[src/sv/stpe_pkg.sv]
// Package for the state table with priority eviction.
// Request and result structs, command and status codes, sizing constants.
package stpe_pkg;

  localparam int SLOTS_DEF = 16;
  localparam int OVERHEAD_DEF = 64;
  localparam int MEM_W = 18;
  localparam logic [MEM_W-1:0] MEM_RESET = 18'd2048;
  localparam logic [15:0] LOCAL_PRIO = 16'hFFFF;

  localparam logic [2:0] CMD_ADD   = 3'd0;
  localparam logic [2:0] CMD_FREE  = 3'd1;
  localparam logic [2:0] CMD_FREEP = 3'd2;
  localparam logic [2:0] CMD_FIND  = 3'd3;
  localparam logic [2:0] CMD_CLEAR = 3'd4;

  localparam logic [2:0] ST_OK    = 3'd0;
  localparam logic [2:0] ST_NOMAT = 3'd1;
  localparam logic [2:0] ST_AMBIG = 3'd2;
  localparam logic [2:0] ST_FULL  = 3'd3;
  localparam logic [2:0] ST_EMPTY = 3'd4;

  typedef struct packed {
    logic [2:0]  command;
    logic [63:0] id_word_high;
    logic [63:0] id_word_middle;
    logic [31:0] id_word_low;
    logic [4:0]  prefix_length;
    logic [15:0] state_length;
    logic [15:0] retention_priority;
  } stpe_req_t;

  typedef struct packed {
    logic [2:0]       status;
    logic [4:0]       match_count;
    logic [3:0]       match_slot;
    logic [MEM_W-1:0] memory_remaining;
  } stpe_res_t;

endpackage

[src/sv/state_table_priority_eviction_top.sv]
// State table with retention-priority eviction, top level.
// Depends on stpe_pkg; entry fields held in one synchronous memory.
//
// Usage: pulse start with a request on in_req while busy is low. The block
// scans every slot of its entry memory, one slot a cycle, then acts on the
// result in an update state that writes or frees a slot. out_valid marks
// the result on out_res for exactly one cycle. After the scan, whose reads
// pass through the registered memory output, come the update state and an
// output state; the strobe is registered from the output state.
// busy stays high until the strobe cycle, so a new request can be accepted
// in the strobe cycle; no new request is taken while the block scans.
// cfg_we with cfg_wdata writes the state memory size; it reloads the
// free-memory count only on a clear request.
// Reset (synchronous, rst_n low) empties the table, clears the age counter
// and sets the size to 2048 bytes. Entry memory contents are undefined after
// reset and are read only for valid slots. The receiver cannot stall: each
// result is taken in its strobe cycle.
module state_table_priority_eviction_top #(
  parameter int SLOTS = stpe_pkg::SLOTS_DEF,
  parameter int STATE_OVERHEAD = stpe_pkg::OVERHEAD_DEF
) (
  input  logic                  clk,
  input  logic                  rst_n,
  input  logic                  start,
  output logic                  busy,
  input  stpe_pkg::stpe_req_t   in_req,
  output logic                  out_valid,
  output stpe_pkg::stpe_res_t   out_res,
  input  logic                  cfg_we,
  input  logic [stpe_pkg::MEM_W-1:0] cfg_wdata
);
  import stpe_pkg::*;

  localparam int SW = (SLOTS > 1) ? $clog2(SLOTS) : 1;
  localparam int CW = $clog2(SLOTS + 1);

  typedef struct packed {
    logic [63:0] hi;
    logic [63:0] mid;
    logic [31:0] lo;
    logic [15:0] len;
    logic [15:0] prio;
    logic [15:0] age;
  } entry_t;

  localparam logic [1:0] S_IDLE = 2'd0;
  localparam logic [1:0] S_SCAN = 2'd1;
  localparam logic [1:0] S_ACT  = 2'd2;
  localparam logic [1:0] S_OUT  = 2'd3;

  entry_t mem [SLOTS];
  entry_t rd_q;

  logic [1:0]  st_r, st_nxt;
  stpe_req_t   req_r;
  logic [SLOTS-1:0] valid_r;
  logic [15:0] next_age_r;
  logic [MEM_W-1:0] size_r, left_r;
  logic [SW:0] addr_r;          // read address, counts to SLOTS
  logic [SW:0] rslot_r;         // slot of data in rd_q
  logic        rd_v_r;
  logic        have_r;
  logic [SW-1:0] best_r;
  logic [16:0] bkey_r;
  logic [15:0] bdist_r;
  logic [15:0] blen_r;
  logic [CW-1:0] cnt_r;
  logic        free_found_r;
  logic [SW-1:0] free_slot_r;
  stpe_res_t   res_r, res_nxt;
  logic        out_v_r;

  // prefix mask over the 160-bit identifier, byte granularity
  logic [4:0]   plen;
  logic [159:0] pmask, id_in, id_rd;
  always_comb begin
    plen = (req_r.prefix_length > 5'd20) ? 5'd20 : req_r.prefix_length;
    for (int i = 0; i < 20; i++) begin
      pmask[159-8*i -: 8] = (5'(i) < plen) ? 8'hFF : 8'h00;
    end
  end
  assign id_in = {req_r.id_word_high, req_r.id_word_middle, req_r.id_word_low};
  assign id_rd = {rd_q.hi, rd_q.mid, rd_q.lo};

  logic [SW-1:0] rs;
  logic          rvalid, match;
  logic [16:0]   key;
  logic [15:0]   age_gap;
  assign rs      = rslot_r[SW-1:0];
  assign rvalid  = rd_v_r && valid_r[rs];
  assign match   = ((id_rd ^ id_in) & pmask) == '0;
  assign key     = (rd_q.prio == LOCAL_PRIO) ? 17'd0 : {1'b0, rd_q.prio} + 17'd1;
  assign age_gap = next_age_r - rd_q.age;

  // memory return and consumption
  logic [MEM_W+1:0] ret_sum, cost;
  logic [MEM_W-1:0] ret_val;
  assign ret_sum = {2'b0, left_r} + {4'b0, blen_r} + (MEM_W+2)'(STATE_OVERHEAD);
  assign ret_val = (ret_sum > {2'b0, size_r}) ? size_r : ret_sum[MEM_W-1:0];
  assign cost = {4'b0, req_r.state_length} + (MEM_W+2)'(STATE_OVERHEAD);

  logic wr_en;
  entry_t wr_data;
  assign wr_data = '{hi: req_r.id_word_high, mid: req_r.id_word_middle,
                     lo: req_r.id_word_low, len: req_r.state_length,
                     prio: req_r.retention_priority, age: next_age_r};
  assign wr_en = (st_r == S_ACT) && (req_r.command == CMD_ADD) && free_found_r;

  always_ff @(posedge clk) begin
    if (wr_en) mem[free_slot_r] <= wr_data;
    rd_q <= mem[addr_r[SW-1:0]];
  end

  always_comb begin
    st_nxt = st_r;
    unique case (st_r)
      S_IDLE: if (start) st_nxt = S_SCAN;
      S_SCAN: if (rd_v_r && rslot_r == (SW+1)'(SLOTS-1)) st_nxt = S_ACT;
      S_ACT:  st_nxt = S_OUT;
      S_OUT:  st_nxt = S_IDLE;
      default: st_nxt = S_IDLE;
    endcase
  end

  // result of the request, taken at the end of the update cycle
  always_comb begin
    res_nxt = '0;
    unique case (req_r.command)
      CMD_ADD: begin
        if (free_found_r) res_nxt.match_slot = 4'(free_slot_r);
        else res_nxt.status = ST_FULL;
      end
      CMD_FREE: begin
        if (have_r) res_nxt.match_slot = 4'(best_r);
        else res_nxt.status = ST_EMPTY;
      end
      CMD_FREEP, CMD_FIND: begin
        res_nxt.match_count = (int'(cnt_r) > 31) ? 5'd31 : 5'(cnt_r);
        if (cnt_r == '0) res_nxt.status = ST_NOMAT;
        else begin
          res_nxt.match_slot = 4'(best_r);
          if (req_r.command == CMD_FREEP && cnt_r != CW'(1)) res_nxt.status = ST_AMBIG;
        end
      end
      default: ;
    endcase
  end

  always_ff @(posedge clk) begin
    if (!rst_n) begin
      st_r <= S_IDLE;
      valid_r <= '0;
      next_age_r <= '0;
      size_r <= MEM_RESET;
      left_r <= MEM_RESET;
      out_v_r <= 1'b0;
      rd_v_r <= 1'b0;
    end else begin
      st_r <= st_nxt;
      out_v_r <= (st_r == S_OUT);
      if (cfg_we) size_r <= cfg_wdata;
      rd_v_r <= (st_r == S_SCAN) && (addr_r < (SW+1)'(SLOTS));
      if (st_r == S_ACT) begin
        res_r <= res_nxt;
        unique case (req_r.command)
          CMD_ADD: begin
            if (free_found_r) begin
              valid_r[free_slot_r] <= 1'b1;
              next_age_r <= next_age_r + 16'd1;
              left_r <= ({2'b0, left_r} > cost) ? MEM_W'({2'b0, left_r} - cost) : '0;
            end
          end
          CMD_FREE: begin
            if (have_r) begin
              valid_r[best_r] <= 1'b0;
              left_r <= ret_val;
            end
          end
          CMD_FREEP: begin
            if (cnt_r == CW'(1)) begin
              valid_r[best_r] <= 1'b0;
              left_r <= ret_val;
            end
          end
          CMD_CLEAR: begin
            valid_r <= '0;
            left_r <= size_r;
          end
          default: ;
        endcase
      end
    end
  end

  // datapath registers: request capture and scan accumulators
  always_ff @(posedge clk) begin
    if (st_r == S_IDLE && start) begin
      req_r <= in_req;
      addr_r <= '0;
      have_r <= 1'b0;
      cnt_r <= '0;
      free_found_r <= 1'b0;
      best_r <= '0;
      free_slot_r <= '0;
    end else if (st_r == S_SCAN) begin
      if (addr_r < (SW+1)'(SLOTS)) addr_r <= addr_r + (SW+1)'(1);
      rslot_r <= addr_r;
      if (rd_v_r) begin
        if (!valid_r[rs] && !free_found_r) begin
          free_found_r <= 1'b1;
          free_slot_r <= rs;
        end
        if (rvalid) begin
          if (req_r.command == CMD_FREE) begin
            if (!have_r || key < bkey_r || (key == bkey_r && age_gap > bdist_r)) begin
              have_r <= 1'b1; best_r <= rs; bkey_r <= key;
              bdist_r <= age_gap; blen_r <= rd_q.len;
            end
          end else if (match) begin
            cnt_r <= cnt_r + CW'(1);
            if (!have_r || age_gap < bdist_r) begin
              have_r <= 1'b1; best_r <= rs;
              bdist_r <= age_gap; blen_r <= rd_q.len;
            end
          end
        end
      end
    end
  end

  always_comb begin
    out_res = res_r;
    out_res.memory_remaining = left_r;
  end
  assign out_valid = out_v_r;
  assign busy = (st_r != S_IDLE);

endmodule
[config.mk]
export PLATFORM = sky130hd
export DESIGN_NAME = state_table_priority_eviction_top
export DESIGN_NICKNAME = d
export VERILOG_FILES = /design/src/sv/stpe_pkg.sv /design/src/sv/state_table_priority_eviction_top.sv
export SDC_FILE = /design/constraint.sdc
export NUM_CORES = 2
export LEC_CHECK = 0
export BUFFER_PORTS_ARGS = -buffer_cell sky130_fd_sc_hd__clkbuf_2
export CORE_UTILIZATION = 60
export DETAILED_ROUTE_END_ITERATION = 8
export HOLD_SLACK_MARGIN = 0.08
export PLACE_DENSITY = 0.8
export SYNTH_ARGS = -nofsm -noshare
export SYNTH_HDL_FRONTEND = slang
export SYNTH_SLANG_ARGS = --single-unit
export TNS_END_PERCENT = 10
[constraint.sdc]
create_clock -name clk -period 20 [get_ports clk]
set_input_delay 4 -clock clk [delete_from_list [all_inputs] [get_ports clk]]
set_output_delay 4 -clock clk [all_outputs]
set_load 0.005 [all_outputs]
==> results.toml <==
[layout]
layout_common_cells = "edfxtp_1 (3593), mux4_2 (1044), clkbuf_16 (391)"
layout-drive-gt1-share_pct = 27.94
synthToLayoutAreaGrowth_pct = 12.09
postLayoutCoreUtil_pct = 67.81
number_of_nets_in_the_layout = 7316
multi_input_area_um2 = 32190
sequential_cell_area_um2 = 113900
final-instance-count-excl-fill = 10480
count_of_filler_cells_inserted_in_the_layout = 13690
layout.cells.most_common = "edfxtp_1"

[placed_design]
place_ws_ns = 12.78
place_inst = 9781
io_buffers = 253
dpl.hpwl_um = 169900
routabilityCongestion = 0.8509

[timing]
fmax_ghz = 0.1601
relative_slew_slack_pct = 8.278
clock_skew_ns = 0.09909
finalWorstSetupSlack_ns = 13.75
final_max_slew_viol_count = 0
timing.final.crit_share_pct = 31.23
final.hold.worst_slack_ns = 0.4097
totalNegativeSetupSlack_ns = 0
worstMarginPinSlew_ns = 1.371
layout_min_cycle_time_ns = 6.246
report.final.hold_viol_count = 0
rsz0062_at_grt = "no"
setup_violations = 0

[cts]
clkLatencyLatePin_ns = 1.01
hold_buffers = 0
cts-resized-gates = 0
htree_num_levels = 5
cts.path.max_buffers = 4
clk_pin_slew_ns = 0.07
tritoncts = "yes"
tritoncts.num_buffers = 383
clock_sink_count = 3893
cts_root_buffer = "clkbuf_16"
postCtsSetupBuffers = 0

[route]
via_density_per_instance = 6.898
wire_per_inst_um = 35.39
drcViolationCount = 0
route.vias.total = 72300
drt-initial-drc-count = 9747
drtPass1Iterations = 6
drt_wl_total_um = 371000
drtAntennaViolNets = 0

[synthesis]
syn-mean-instance-area_um2 = 22.75
syn-cell-area_um2 = 147400
ys_types = 75
synthFlopType = "edfxtp_1"
ys_warn_count = 0
synth_edf_count = 3593
async_reset_ff_share_pct = 0
largest_family_of_logic_cells_by_synthesized_area = "multiplexers"
synth_xor_xnor_area_share_pct = 1.396
synthesis.nets = 6832
synth.yosys.seq_area_share_pct = 77.26
synth.area.mux_share_pct = 16.18
synthesis.instances = 6480
complex_gate_fraction_of_the_synthesized_area_pct = 1.555
synthAdderAreaFrac_pct = 1.119
synth_seq_cells = 3893
yosys.area_share.simple_pct = 1.497

[worst_setup_path]
r2r_cells = 21
critPathMaxFanout = 32
critPathCaptureType = "flop"
timing.rr.end = "bdist_r[15]$_DFFE_PP_"
timing.reg2reg.setup_slack_ns = 13.75
worstPathArrival_ns = 6.80
kind_of_start_point_of_the_critical_path = "flop"
timing.rr.start = "next_age_r[0]$_SDFFE_PN0P_"
path_class = "flop to flop"
cp.required_ns = 20.56

[floorplan]
initial_utilization_pct = 60.50
die-width_um = 497.7
floorplan.die_area_um2 = 247700
coreArea_um2 = 243700
die_h_um = 497.7
io_pins = 254
core_rows = 181

[min_path]
hold_sp = "rd_q[44]$_DFF_P_"
hold_depth = 0
endpoint_of_the_worst_hold_path = "blen_r[12]$_DFFE_PP_"
timing.hold.worst.class = "flop to flop"

[grt]
track_usage_pct = 30.27
grt_antenna_before_repair = 22
grt_remaining_overflow = 0
grt_max_degree = 155
first_global_vias = 75470
grt_pass1_wl_um = 535800

[power]
max-vdd-ir-drop_uv = 104.8
p_leak_nw = 52.39
power-per-cell-area_nw_per_um2 = 127.1

[job]
drv_cap = 0

[run_status]
run_status = "finished clean"
==> per-layer routing <==
layer	up-vias	global-route usage [%]	share of wire [%]
li1	28180	-	-
met1	37690	39.79	34
met2	5339	49.97	50
met3	1084	5.388	10
met4	14	13.65	5.0
met5	-	0	0.025
==> cell type report <==
type	count	share of cell area (%)
inverter	101	0.2340
antenna	6	0.009086
timing repair buffer	378	1.433
clock buffer	501	6.328
tap	3202	2.424
sequential	3893	68.94
clock inverter	193	1.155
multi-input combinational	2207	19.48
==> Yosys cell counts (11+ instances only) <==
library cell | n | area, um2
o21ai_0 | 62 | 310.3
nor2_1 | 78 | 292.8
edfxtp_1 | 3593 | 107900
nand4_1 | 36 | 225.2
nand2_1 | 82 | 307.8
ha_1 | 127 | 1589
xnor2_1 | 94 | 823.3
mux4_2 | 1044 | 23510
nand3_1 | 37 | 185.2
buf_1 | 47 | 176.4
nor4_1 | 30 | 187.7
xor2_1 | 141 | 1235
o21a_1 | 44 | 330.3
mux2i_1 | 32 | 320.3
inv_1 | 99 | 371.6
nor2b_1 | 38 | 237.7
nor3_1 | 28 | 140.1
a211oi_1 | 11 | 82.58
a31oi_1 | 16 | 100.1
and2_1 | 25 | 156.4
a21oi_1 | 98 | 490.5
dfxtp_1 | 300 | 6006
a21boi_0 | 12 | 90.09
a21o_1 | 11 | 82.58
clkbuf_1 | 227 | 852.1
and3_1 | 11 | 68.82
==> worst max path at each step <==
| stage | start | endpoint | slack (ns) | cells past startpoint |
|---|---|---|---|---|
| 6_report | next_age_r[0]$_SDFFE_PN0P_ | bdist_r[15]$_DFFE_PP_ | 13.75 | 21 |
| 5_1_grt | next_age_r[0]$_SDFFE_PN0P_ | bdist_r[15]$_DFFE_PP_ | 13.50 | 20 |
| 4_1_cts | start | id_in[48]$_DFFE_PP_ | 13.80 | 5 |
| 3_5_place_dp | start | id_in[60]$_DFFE_PP_ | 12.78 | 5 |
| 3_3_place_gp | start | id_in[60]$_DFFE_PP_ | 12.87 | 5 |
| 2_1_floorplan | req_r[198]$_DFFE_PP_ | valid_r[12]$_SDFFE_PN0P_ | 2.97 | 7 |
==> power by group <==
group	leakage [nW]	switching (mW)	total (mW)	internal (mW)
clock	6.07	3.08	7.21	4.13
sequential	35.0	0.622	10.2	9.61
combinational	11.3	1.77	3.56	1.79
==> per-stage QoR <==
stage | area (um2) | total power, mW
CTS | 165200 | 21.07
global placement | 152900 | 13.65
floorplan | 147400 | 12.79
finish | 165200 | 21.01
global route | 165200 | 21.58
detailed placement | 152900 | 13.78
==> registers in the layout, indices dropped and copies added, names as in the netlist, 5 cells and up <==
signal,cells
bdist_r,16
mem,3328
bkey_r,16
out_res,12
blen_r,16
left_r,18
next_age_r,16
addr_r,5
req_r,40
id_rd,160
valid_r,16
rd_q,48
cnt_r,5
size_r,18
id_in,160
rslot_r,5
==> worst max-delay path: stages, from the launching register on <==
cell,delay [ns]
dfxtp_1,0.53
inv_1,0.20
ha_1,0.22
inv_1,0.07
fa_1,0.40
a21o_1,0.18
a21oi_1,0.29
o21bai_1,0.10
a21oi_1,0.22
o21ai_0,0.24
a41oi_1,0.44
mux2i_1,0.27
o2111ai_1,0.20
ha_1,0.34
nand4_1,0.13
nor4_1,0.09
nor3_1,0.17
nand2_1,0.10
a31o_2,0.24
a31o_2,0.25
o21a_1,0.28
nor2_4,0.82
==> kinds of logic after synthesis <==
| kind of cell | Yosys count |
|---|---|
| buffers and inverters | 380 |
| DFF | 3893 |
| AOI/OAI and AO/OA | 347 |
| and+or+nand+nor | 417 |
| adders and majority gates | 130 |
| xor gates and xnor gates | 235 |
| muxes | 1078 |
No activity file was read; power rests on OpenSTA's default activity.
